[config.mk]
export PLATFORM = sky130hd
export DESIGN_NAME = bounded_ring_queue_overwrite_unit
export DESIGN_NICKNAME = d
export VERILOG_FILES = /design/src/brq_pkg.sv /design/src/brq_cell.sv /design/src/bounded_ring_queue_overwrite_unit.sv
export SDC_FILE = /design/constraint.sdc
export NUM_CORES = 1
export LEC_CHECK = 0
export BUFFER_PORTS_ARGS = -buffer_cell sky130_fd_sc_hd__buf_2
export CELL_PAD_IN_SITES_DETAIL_PLACEMENT = 2
export CELL_PAD_IN_SITES_GLOBAL_PLACEMENT = 2
export CORE_UTILIZATION = 47
export CTS_CLUSTER_DIAMETER = 200
export DETAILED_ROUTE_END_ITERATION = 6
export PLACE_DENSITY_LB_ADDON = 0.1
export SLEW_MARGIN = 20
export SYNTH_ARGS = -nofsm -noshare
export SYNTH_HDL_FRONTEND = slang
export SYNTH_HIERARCHICAL = 1
export SYNTH_SLANG_ARGS = --single-unit
[constraint.sdc]
create_clock -name clk -period 7.6 [get_ports clk]
set_input_delay 1.52 -clock clk [delete_from_list [all_inputs] [get_ports clk]]
set_output_delay 1.52 -clock clk [all_outputs]
set_load 0.02 [all_outputs]
[src/brq_pkg.sv]
// shared types and constants for the bounded ring queue with overwrite
// no dependencies; imported by the cell and the top level
package brq_pkg;

	localparam int DEF_CAPACITY   = 16;
	localparam int DEF_DATA_WIDTH = 32;

	// field widths of the stream items
	localparam int CMD_W       = 2;
	localparam int VALUE_W     = 32;
	localparam int OCC_W       = 5;
	localparam int IN_TDATA_W  = 32;
	localparam int IN_TUSER_W  = 8;
	localparam int OUT_TDATA_W = 48;

	// result bit positions in m_tdata
	localparam int RES_ACC_B   = 0;
	localparam int RES_VAL_LO  = 1;
	localparam int RES_DROP_B  = RES_VAL_LO + VALUE_W;
	localparam int RES_OCC_LO  = RES_DROP_B + 1;
	localparam int RES_EMPTY_B = RES_OCC_LO + OCC_W;
	localparam int RES_FULL_B  = RES_EMPTY_B + 1;
	localparam int RES_USED_W  = RES_FULL_B + 1;

	// command codes
	localparam logic [CMD_W-1:0] CMD_ENQ     = 2'd0;
	localparam logic [CMD_W-1:0] CMD_ENQ_OVR = 2'd1;
	localparam logic [CMD_W-1:0] CMD_DEQ     = 2'd2;

	// per-step control broadcast to every cell
	typedef struct packed {
		logic shift;
		logic load;
	} brq_cell_ctl_t;

endpackage

[src/brq_cell.sv]
// one storage cell of the queue chain
// depends on brq_pkg for the cell control struct
module brq_cell
	import brq_pkg::*;
#(
	parameter int IDX     = 0,
	parameter int COUNT_W = 5,
	parameter int STORE_W = 32
) (
	input  logic               clk,
	input  brq_cell_ctl_t      ctl,
	input  logic [COUNT_W-1:0] count,
	input  logic [STORE_W-1:0] new_value,
	input  logic [STORE_W-1:0] next_value,
	output logic [STORE_W-1:0] value
);

	logic [STORE_W-1:0] value_q;

	// shift toward the head, or take the new value when this is the tail slot
	always_ff @(posedge clk) begin
		if (ctl.shift) begin
			value_q <= next_value;
		end else if (ctl.load && (count == COUNT_W'(IDX))) begin
			value_q <= new_value;
		end
	end

	assign value = value_q;

endmodule

[src/bounded_ring_queue_overwrite_unit.sv]
// top level of the bounded queue with overwrite: control, count and result register
// depends on brq_pkg and brq_cell
//
// A first-in first-out queue of CAPACITY entries built as a chain of cells, cell 0 always
// holding the oldest entry. Commands arrive on the s_ stream (command in s_tuser, value in
// s_tdata) and every accepted transaction gives exactly one result transaction on the m_
// stream. Enqueue writes the cell at the current occupancy; dequeue, and an overwrite
// enqueue into a full queue, shift the whole chain one cell toward the head, the
// overwrite loading the new value into the last cell. One command is taken per clock:
// the chain updates in the cycle of acceptance and the result sits in a single output
// register, so s_tready stays high whenever that register is empty or is being drained in
// the same cycle. Throughput is one transaction per cycle while the m_ side keeps up; a
// stalled m_ side holds the queue after one result. No clearing pass is needed after reset:
// only the count and valid flag are reset; cells beyond the count are never read. Only the
// low DATA_WIDTH bits of a value are stored (at most 32); results zero extend them.
module bounded_ring_queue_overwrite_unit
	import brq_pkg::*;
#(
	parameter int CAPACITY   = DEF_CAPACITY,
	parameter int DATA_WIDTH = DEF_DATA_WIDTH
) (
	input  logic                   clk,
	input  logic                   arst_n,
	input  logic                   s_tvalid,
	output logic                   s_tready,
	input  logic [IN_TDATA_W-1:0]  s_tdata,  // [31:0] item_value
	input  logic [IN_TUSER_W-1:0]  s_tuser,  // [1:0] command, [7:2] zero
	output logic                   m_tvalid,
	input  logic                   m_tready,
	output logic [OUT_TDATA_W-1:0] m_tdata   // [0] accepted, [32:1] out_value,
	                                         // [33] dropped_oldest, [38:34] occupancy,
	                                         // [39] is_empty, [40] is_full, [47:41] zero
);

	// stored width: bits above the value field are always zero
	localparam int STORE_W = (DATA_WIDTH < VALUE_W) ? DATA_WIDTH : VALUE_W;
	localparam int COUNT_W = $clog2(CAPACITY + 1);

	logic                   in_fire;
	logic [CMD_W-1:0]       cmd;
	logic [STORE_W-1:0]     new_value;
	logic                   full;
	logic                   empty;

	logic [COUNT_W-1:0]     count_q;
	logic [COUNT_W-1:0]     count_nxt;

	logic                   m_tvalid_q;
	logic [OUT_TDATA_W-1:0] m_tdata_q;

	// step decision
	logic                   acc;
	logic                   drop;
	logic                   inc;
	logic                   dec;
	logic                   deq_taken;
	brq_cell_ctl_t          ctl;

	// cell chain taps
	logic [STORE_W-1:0]     cell_val [CAPACITY];

	// result assembly
	logic [COUNT_W+OCC_W-1:0] occ_ext;
	logic [VALUE_W-1:0]       res_value;
	logic [OUT_TDATA_W-1:0]   res_word;

	assign cmd       = s_tuser[CMD_W-1:0];
	assign new_value = s_tdata[STORE_W-1:0];
	assign s_tready  = !m_tvalid_q || m_tready;
	assign in_fire   = s_tvalid && s_tready;

	assign full  = (count_q == COUNT_W'(CAPACITY));
	assign empty = (count_q == '0);

	// decode the command against the current occupancy
	always_comb begin
		acc       = 1'b0;
		drop      = 1'b0;
		inc       = 1'b0;
		dec       = 1'b0;
		deq_taken = 1'b0;
		ctl       = '0;
		unique case (cmd)
			CMD_ENQ: begin
				acc      = !full;
				inc      = !full;
				ctl.load = !full;
			end
			CMD_ENQ_OVR: begin
				acc = 1'b1;
				if (full) begin
					// drop the oldest, new value enters the last cell
					drop      = 1'b1;
					ctl.shift = 1'b1;
				end else begin
					inc      = 1'b1;
					ctl.load = 1'b1;
				end
			end
			CMD_DEQ: begin
				acc       = !empty;
				dec       = !empty;
				deq_taken = !empty;
				ctl.shift = !empty;
			end
			default: begin
				// unused code: no effect, refused
			end
		endcase
		// nothing moves without a transaction
		if (!in_fire) begin
			ctl = '0;
		end
	end

	always_comb begin
		count_nxt = count_q;
		if (in_fire && inc) begin
			count_nxt = count_q + COUNT_W'(1);
		end else if (in_fire && dec) begin
			count_nxt = count_q - COUNT_W'(1);
		end
	end

	// chain of cells, the last one fed by the incoming value
	for (genvar i = 0; i < CAPACITY; i++) begin : g_cell
		logic [STORE_W-1:0] nb_value;
		if (i == CAPACITY - 1) begin : g_tail
			assign nb_value = new_value;
		end else begin : g_mid
			assign nb_value = cell_val[i+1];
		end
		brq_cell #(
			.IDX     (i),
			.COUNT_W (COUNT_W),
			.STORE_W (STORE_W)
		) u_cell (
			.clk        (clk),
			.ctl        (ctl),
			.count      (count_q),
			.new_value  (new_value),
			.next_value (nb_value),
			.value      (cell_val[i])
		);
	end

	// occupancy field keeps the low bits of the count
	assign occ_ext   = {{OCC_W{1'b0}}, count_nxt};
	assign res_value = deq_taken ? VALUE_W'(cell_val[0]) : '0;

	always_comb begin
		res_word              = '0;
		res_word[RES_ACC_B]   = acc;
		res_word[RES_DROP_B]  = drop;
		res_word[RES_EMPTY_B] = (count_nxt == '0);
		res_word[RES_FULL_B]  = (count_nxt == COUNT_W'(CAPACITY));
		res_word[RES_VAL_LO +: VALUE_W] = res_value;
		res_word[RES_OCC_LO +: OCC_W]   = occ_ext[OCC_W-1:0];
	end

	always_ff @(posedge clk or negedge arst_n) begin
		if (!arst_n) begin
			count_q    <= '0;
			m_tvalid_q <= 1'b0;
		end else begin
			count_q <= count_nxt;
			if (in_fire) begin
				m_tvalid_q <= 1'b1;
			end else if (m_tready) begin
				m_tvalid_q <= 1'b0;
			end
		end
	end

	// result payload, no reset needed
	always_ff @(posedge clk) begin
		if (in_fire) begin
			m_tdata_q <= res_word;
		end
	end

	assign m_tvalid = m_tvalid_q;
	assign m_tdata  = m_tdata_q;

	// occupancy never passes the capacity
	a_count_bound: assert property (@(posedge clk) disable iff (!arst_n)
		count_q <= COUNT_W'(CAPACITY))
		else $error("queue count above capacity");

	// every accepted command leaves a result waiting
	a_result_follows: assert property (@(posedge clk) disable iff (!arst_n)
		in_fire |=> m_tvalid_q)
		else $error("result missing after accepted command");

	// overwrite into a full queue keeps it full and flags the drop
	a_overwrite_full: assert property (@(posedge clk) disable iff (!arst_n)
		(in_fire && cmd == CMD_ENQ_OVR && full) |=>
		(count_q == COUNT_W'(CAPACITY) && m_tdata_q[RES_DROP_B] && m_tdata_q[RES_FULL_B]))
		else $error("overwrite on full queue misbehaved");

	// a dequeue from a non-empty queue lowers the count by one
	a_deq_count: assert property (@(posedge clk) disable iff (!arst_n)
		(in_fire && cmd == CMD_DEQ && !empty) |=>
		(count_q == $past(count_q) - COUNT_W'(1) && m_tdata_q[RES_ACC_B]))
		else $error("dequeue did not lower the count");

endmodule
==> results.txt, run 1 <==
Resize count post-CTS = 0
Global route overflow = 0
Routability cong. = 0.709
Power density cells = 250 nW/um2
Pin count of the biggest net entering global routing = 147
Standard-cell row count = 86
Total cell area at the placement stage = 26800 um2
Setup WS post-layout = 2.92 ns
Transition at the pin with the smallest max-transition slack = 1.01 ns
Commonest register cell after synthesis = sky130_fd_sc_hd__edfxtp_1
Routed wire per std cell = 21.5 um
Total power draw = 7.16 mW
LEAKAGE = 10.4 nW
Kind of start point of the critical path = input pin
Effective utilization at floorplan = 0.479
Cells traversed along the worst timing path = buf_2 > inv_1 > ha_1 > and2_2 > o211a_4 > buf_12 > buf_16 > mux2_4
Mean area per synthesized cell = 20.5 um2
Cell type with the largest total area after synthesis = sky130_fd_sc_hd__edfxtp_1
CTS tree = done
Largest stage delay, worst path = 0.79 ns
Setup repair after global routing missed its margin = no
Max-cap check violation count = 0
Remaining antenna violation count after routing = 0
Worst slew margin relative to its limit = 0.326
Most frequent cells in the layout = 553 x sky130_fd_sc_hd__edfxtp_1, 464 x sky130_fd_sc_hd__mux2_4, 80 x sky130_fd_sc_hd__buf_2
Wire length of the first global-routing pass = 74600 um
Period utilization = 0.616
DP HPWL = 28100 um
Final count of negative-setup-slack endpoints = 0
Setup Skew = 0.0131 ns
First drt pass iteration count = 4
Maximum level of the CTS H-tree = 2
Worst setup EP type = register
Achievable clock frequency = 214 MHz
Most frequent standard cell in the layout excluding fill and tap cells = sky130_fd_sc_hd__edfxtp_1
Detailed route wirelength on metal2 = 22700 um
Count of hold buffers inserted by post-cts repair = 0
Standard cell core area = 55400 um2
Number of diodes added for antenna fixing = 0
Clock-pin slew on the worst setup and hold paths = 0.06 ns
Max clock buf depth = 3
Met3 routed wirelength = 1200 um
Die height = 240 um
Number of standard cells after synthesis = 1294
CTS sink cnt = 559
Final worst path period need = 4.68 ns
Highest signal layer in the routed design = met4
Chip Width = 240 um
Top cells by area in the synthesized netlist = sky130_fd_sc_hd__edfxtp_1 63%, sky130_fd_sc_hd__mux2_4 26%, sky130_fd_sc_hd__buf_12 3.6%
I/O pin count = 94
Highest ir drop seen on vdd = 0.163 mV
Number of antenna violations at the first check in global routing = 0
Die outline area = 57400 um2
Number of enable-type register cells in the synthesized netlist = 553
Final Hold Fails = 0
Total clock buffers created by CTS = 61
Layout-stage area growth over the synthesis result = 8.02%
Number of register bits inferred by synthesis = 559
Overall Global Routing Usage = 0.166
Final non-filler cell area = 28700 um2
Largest fanout on the critical path = 104
Fraction of layout instances using a drive strength above 1 = 0.501
Buffer count from post-CTS setup fixing = 0
Standard cell with the maximum stage delay on the critical path = sky130_fd_sc_hd__ha_1
Worst min-delay path class = register to register
Synthesized area = 26500 um2
Via-per-instance ratio = 5.24
Fraction of the yosys area taken by sequential cells = 0.632
Number of port buffers = 80
DRC viols = 0
Outcome = finished clean
Met1 layer wirelength in the final routing = 21600 um
Top-area cell type share of the netlist area = 0.626
Post-Route Setup TNS = 0 ns
Critical path start-end classification = input pin to register
Req. time, crit path = 7.96 ns
CP Data Arrival Time = 5.04 ns
Number of warning messages in the yosys log = 6
Post-layout net count = 1429
Root buffer cell = sky130_fd_sc_hd__clkbuf_16
Setup slack after placement = 2.33 ns
DRT iter0 DRCs = 493
Synth async-reset ratio = 0.0107
Vias in the first global route = 12900
Placed Cells = 2063
Max-slew violation count = 0
Non-filler cells in the finished layout = 2166
Clock latency of the later-clocked register in the worst-skew pair = 0.62 ns
Number of distinct library cells after synthesis = 46
Aggregate routed wire length = 46500 um
Via Count = 11300
cells in the mapped netlist, types with 2 or more instances:
cell type / n
sky130_fd_sc_hd__buf_12: 48
sky130_fd_sc_hd__ha_1: 6
sky130_fd_sc_hd__nor4bb_1: 8
sky130_fd_sc_hd__and2_1: 2
sky130_fd_sc_hd__a21o_1: 2
sky130_fd_sc_hd__nand4b_1: 2
sky130_fd_sc_hd__nor2_1: 10
sky130_fd_sc_hd__buf_6: 18
sky130_fd_sc_hd__nand2_1: 5
sky130_fd_sc_hd__dfrtp_1: 6
sky130_fd_sc_hd__mux2_2: 48
sky130_fd_sc_hd__nor3_1: 4
sky130_fd_sc_hd__clkbuf_1: 6
sky130_fd_sc_hd__mux2i_1: 3
sky130_fd_sc_hd__buf_4: 7
sky130_fd_sc_hd__nand4_1: 3
sky130_fd_sc_hd__xnor2_1: 3
sky130_fd_sc_hd__nor4b_1: 4
sky130_fd_sc_hd__a31o_2: 13
sky130_fd_sc_hd__a21oi_1: 2
sky130_fd_sc_hd__edfxtp_1: 553
sky130_fd_sc_hd__nor4_1: 2
sky130_fd_sc_hd__and4b_1: 3
sky130_fd_sc_hd__and3_2: 2
sky130_fd_sc_hd__mux2_4: 464
sky130_fd_sc_hd__inv_1: 18
sky130_fd_sc_hd__and3_1: 31
sky130_fd_sc_hd__nor2b_1: 3
kinds of logic after synthesis:
group           Yosys count  synth area share
flops                   559             0.632
mux                     515             0.284
buf+inv                  98            0.0494
simple gates             89            0.0228
compound gates           23           0.00797
fa+ha+maj                 6           0.00283
xor+xnor                  3          0.000991
other cells               1          0.000141
cell type report:
type | count | area, um2
clock buffer | 81 | 1640
clock inverter | 21 | 148
fill | 4800 | 26800
inverter | 18 | 67.6
multi-input combinational | 643 | 8510
sequential | 559 | 16800
tap | 748 | 936
timing repair buffer | 96 | 591
where the power goes:
| group | leakage, nW | internal [mW] | switching, mW |
|---|---|---|---|
| Sequential | 5.11 | 3.57 | 0.136 |
| Clock | 0.871 | 1.56 | 1.16 |
| Combinational | 4.40 | 0.373 | 0.351 |
| Total | 10.4 | 5.51 | 1.65 |
final timing paths:
path / end / slack, ns / depth (start not counted) / startpoint
hold / removal: g_cell[9].u_cell/value[7]$_DFFE_PP_ / 0.54 / 1 / g_cell[10].u_cell/value[7]$_DFFE_PP_
setup reg to reg: g_cell[15].u_cell/value[10]$_DFFE_PP_ / 3.18 / 8 / count_q[0]$_DFF_PN0_
hold reg to reg: g_cell[9].u_cell/value[7]$_DFFE_PP_ / 0.54 / 1 / g_cell[10].u_cell/value[7]$_DFFE_PP_
setup / recovery: g_cell[15].u_cell/value[10]$_DFFE_PP_ / 2.92 / 8 / s_tuser[0]
min in group asynchronous: count_q[1]$_DFF_PN0_ / 0.73 / 1 / arst_n
max in group asynchronous: count_q[0]$_DFF_PN0_ / 6.72 / 1 / arst_n
routing by layer:
metal / global-route usage / vias to the layer above
li1: - / 5237
met1: 0.226 / 5883
met2: 0.275 / 148
met3: 0.0237 / 74
met4: 0.0534 / 0
met5: 0 / -
metrics by stage:
stage / hold slack (ns) / utilization
after detailed placement: 0.534 / 0.484
final: 0.538 / 0.517
after CTS: 0.536 / 0.517
after global placement: 0.527 / 0.484
after floorplan: 0.523 / -
after global routing: 0.552 / 0.517
flip-flops by register name, summed over array words and instances (netlist names):
register,count
m_tdata,41
g_cell.u_cell/value,512
m_tvalid,1
count_q,5
critical path: cells and delay by family:
family	cells	cell delay (ns)
adders and majority gates	1	0.79
and+or+nand+nor	1	0.33
buffers and inverters	4	1.19
AOI/OAI and AO/OA	1	0.72
muxes	1	0.35
Note: power is estimated with default switching activity, not from simulation.
==> run 2: changes to the inputs <==
==> constraint.sdc (replaced) <==
create_clock -name clk -period 4.8 [get_ports clk]
set_input_delay 0.96 -clock clk [delete_from_list [all_inputs] [get_ports clk]]
set_output_delay 0.96 -clock clk [all_outputs]
set_load 0.02 [all_outputs]
==> run 2 against run 1 <==
  * Non-clock buffer count is 8 higher
  * Wire length is 1.0% lower
  * Clock power is 57% higher
  * First-iteration DRC count is 15% higher
  * Register-to-register slack worse by 2.5 ns
  * Critical path depth is 1 lower
  * Via count hardly changed
  * Largest power group unchanged
==> results.txt, run 2 (synthesis gave the netlist of run 1 again) <==
Pin count of the biggest net entering global routing = 83 (-44%)
CTS tree = done
Outcome = finished clean
I/O pin count = 94 (unchanged)
Via-per-instance ratio = 5.20 (-0.74%)
Worst slew margin relative to its limit = 0.372 (+0.0454)
Clock-pin slew on the worst setup and hold paths = 0.06 ns (about the same)
Setup repair after global routing missed its margin = no
CTS sink cnt = 559 (unchanged)
Maximum level of the CTS H-tree = 2 (unchanged)
Portion of total power attributed to sequential cells = 0.516 (-0.002)
Remaining antenna violation count after routing = 0 (unchanged)
DRT iter0 DRCs = 569 (+15%)
DP HPWL = 29400 um (+4.6%)
Buffer count from post-CTS setup fixing = 0 (unchanged)
Total clock buffers created by CTS = 61 (unchanged)
Die height = 240 um (unchanged)
Cells traversed along the worst timing path = inv_1 > ha_1 > and4bb_2 > nand4b_1 > inv_1 > nor4b_1 > a31o_2
Internal power = 8.70 mW (+58%)
Path length in cells of the critical path = 7 (-1)
Routability cong. = 0.716 (+0.87%)
Aggregate routed wire length = 46100 um (-1.0%)
Power density cells = 393 nW/um2 (+58%)
Max-slew violation count = 0 (unchanged)
Post-Route Setup TNS = 0 ns (unchanged)
Largest stage delay, worst path = 0.88 ns (+0.09 ns)
DRC viols = 0 (unchanged)
First drt pass iteration count = 4 (unchanged)
Clock latency of the later-clocked register in the worst-skew pair = 0.61 ns (about the same)
Via Count = 11300 (-0.097%)
Number of cells on the worst reg-to-reg path = 7 (-1)
Number of port buffers = 80 (unchanged)
Critical path start-end classification = register to register
Most frequent cells in the layout = 553 x sky130_fd_sc_hd__edfxtp_1, 464 x sky130_fd_sc_hd__mux2_4, 80 x sky130_fd_sc_hd__buf_2
NetSw = 2.60 mW (+58%)
Die outline area = 57400 um2 (unchanged)
Final count of negative-setup-slack endpoints = 0 (unchanged)
Most common cell on crit path = sky130_fd_sc_hd__inv_1
Resize count post-CTS = 0 (unchanged)
Family of cells with the greatest summed delay on the critical path = simple AND/OR/NAND/NOR gates
Global route overflow = 0 (unchanged)
Number of antenna violations at the first check in global routing = 0 (unchanged)
Fraction of layout instances using a drive strength above 1 = 0.498 (-0.00351)
Register Area = 16800 um2 (unchanged)
Effective utilization at floorplan = 0.479 (unchanged)
Achievable clock frequency = 240 MHz
Standard cell core area = 55400 um2 (unchanged)
Max-cap check violation count = 0 (unchanged)
Setup Skew = 0.0112 ns (-0.00192 ns)
CP Data Arrival Time = 4.40 ns (-0.64 ns)
Req. time, crit path = 5.03 ns (-2.93 ns)
Layout-stage area growth over the synthesis result = 8.24%
Wire length of the first global-routing pass = 73200 um (-1.8%)
Vias in the first global route = 12700 (-1.4%)
Sw Ratio = 0.230 (-0.000281)
Kind of start point of the critical path = register
Max FFs per register = 512 (unchanged)
Overall Global Routing Usage = 0.163 (-0.00296)
Count of hold buffers inserted by post-cts repair = 0 (unchanged)
Final worst path period need = 4.17 ns
LEAKAGE = 10.4 nW (+0.29%)
Clock power share = 0.378 (-0.003)
Standard-cell row count = 86 (unchanged)
Standard cell with the maximum stage delay on the critical path = sky130_fd_sc_hd__dfrtp_1
Max clock buf depth = 3 (unchanged)
Area taken by multi-input logic gates = 8510 um2 (about the same)
Root buffer cell = sky130_fd_sc_hd__clkbuf_16
Number of diodes added for antenna fixing = 0 (unchanged)
Number of buffers and inverters on the critical path = 2 (-2)
Final cell utilization of the core = 0.518 (+0.00104)
Most frequent standard cell in the layout excluding fill and tap cells = sky130_fd_sc_hd__edfxtp_1
Worst setup EP type = register
Routed wire per std cell = 21.1 um (-1.7%)
Largest fanout on the critical path = 32 (-69%)
Highest ir drop seen on vdd = 0.290 mV (+78%)
Chip Width = 240 um (unchanged)
Share of total power in combinational logic = 0.105 (+0.004)
Fill count = 4843 (+0.90%)
Transition at the pin with the smallest max-transition slack = 0.943 ns (-0.0681 ns)
Period utilization = 0.868
Worst min-delay path class = input pin to asynchronous set/reset pin
Post-layout net count = 1437 (+0.56%)
Final Hold Fails = 0 (unchanged)
-- run 2: power groups by stage --
stage | Clock (mW) | Combinational, mW | Sequential, mW
3_5_place_dp | 0 | 1.20 | 5.93
5_1_grt | 4.60 | 1.29 | 5.85
2_1_floorplan | 0 | 0.918 | 5.90
4_1_cts | 4.44 | 1.21 | 5.83
3_3_place_gp | 0 | 1.13 | 5.90
6_report | 4.28 | 1.19 | 5.83
-- run 2: worst reg2reg max path: cells and delay by family (launching register included) --
family | cells | cell delay (ns)
AND/OR/NAND/NOR | 3 | 1.03
flip-flops | 1 | 0.88
buffers and inverters | 2 | 0.80
AO/OA/AOI/OAI | 1 | 0.77
adder cells (fa/ha/maj) | 1 | 0.30
-- run 2: layer usage --
| layer | part of all wire | global-route usage |
|---|---|---|
| met5 | 0 | 0 |
| met4 | 0.019 | 0.0466 |
| met3 | 0.030 | 0.0247 |
| met2 | 0.49 | 0.275 |
| met1 | 0.46 | 0.219 |
-- run 2: worst paths after layout --
check / from / endpoint / slack [ns]
min in group clk: g_cell[8].u_cell/value[18]$_DFFE_PP_ / g_cell[7].u_cell/value[18]$_DFFE_PP_ / 0.54
setup reg to reg: count_q[1]$_DFF_PN0_ / g_cell[3].u_cell/value[12]$_DFFE_PP_ / 0.63
hold reg to reg: g_cell[8].u_cell/value[18]$_DFFE_PP_ / g_cell[7].u_cell/value[18]$_DFFE_PP_ / 0.54
max in group asynchronous: arst_n / count_q[0]$_DFF_PN0_ / 4.47
setup / recovery: count_q[1]$_DFF_PN0_ / g_cell[3].u_cell/value[12]$_DFFE_PP_ / 0.63
hold / removal: arst_n / count_q[1]$_DFF_PN0_ / 0.17
-- run 2: area by class of cell --
type / count / area share
well taps: 748 / 0.0326
inverters: 18 / 0.00235
repair buffers: 104 / 0.0228
multi-input cells: 643 / 0.296
flip-flops and latches: 559 / 0.584
clock inverters: 18 / 0.00379
clock buffers: 90 / 0.0584
-- run 2: through the flow --
stage | cell area (um2) | hold WS, ns | setup WS [ns] | std cells | total power [mW]
floorplan | 26600 | 0.523 | 0.462 | 1300 | 6.82
global placement | 26900 | 0.528 | 0.901 | 2072 | 7.03
detailed placement | 26900 | 0.536 | 0.628 | 2072 | 7.14
CTS | 28700 | 0.126 | 0.628 | 2180 | 11.5
global route | 28700 | 0.147 | 0.345 | 2180 | 11.7
finish | 28700 | 0.170 | 0.634 | 2180 | 11.3
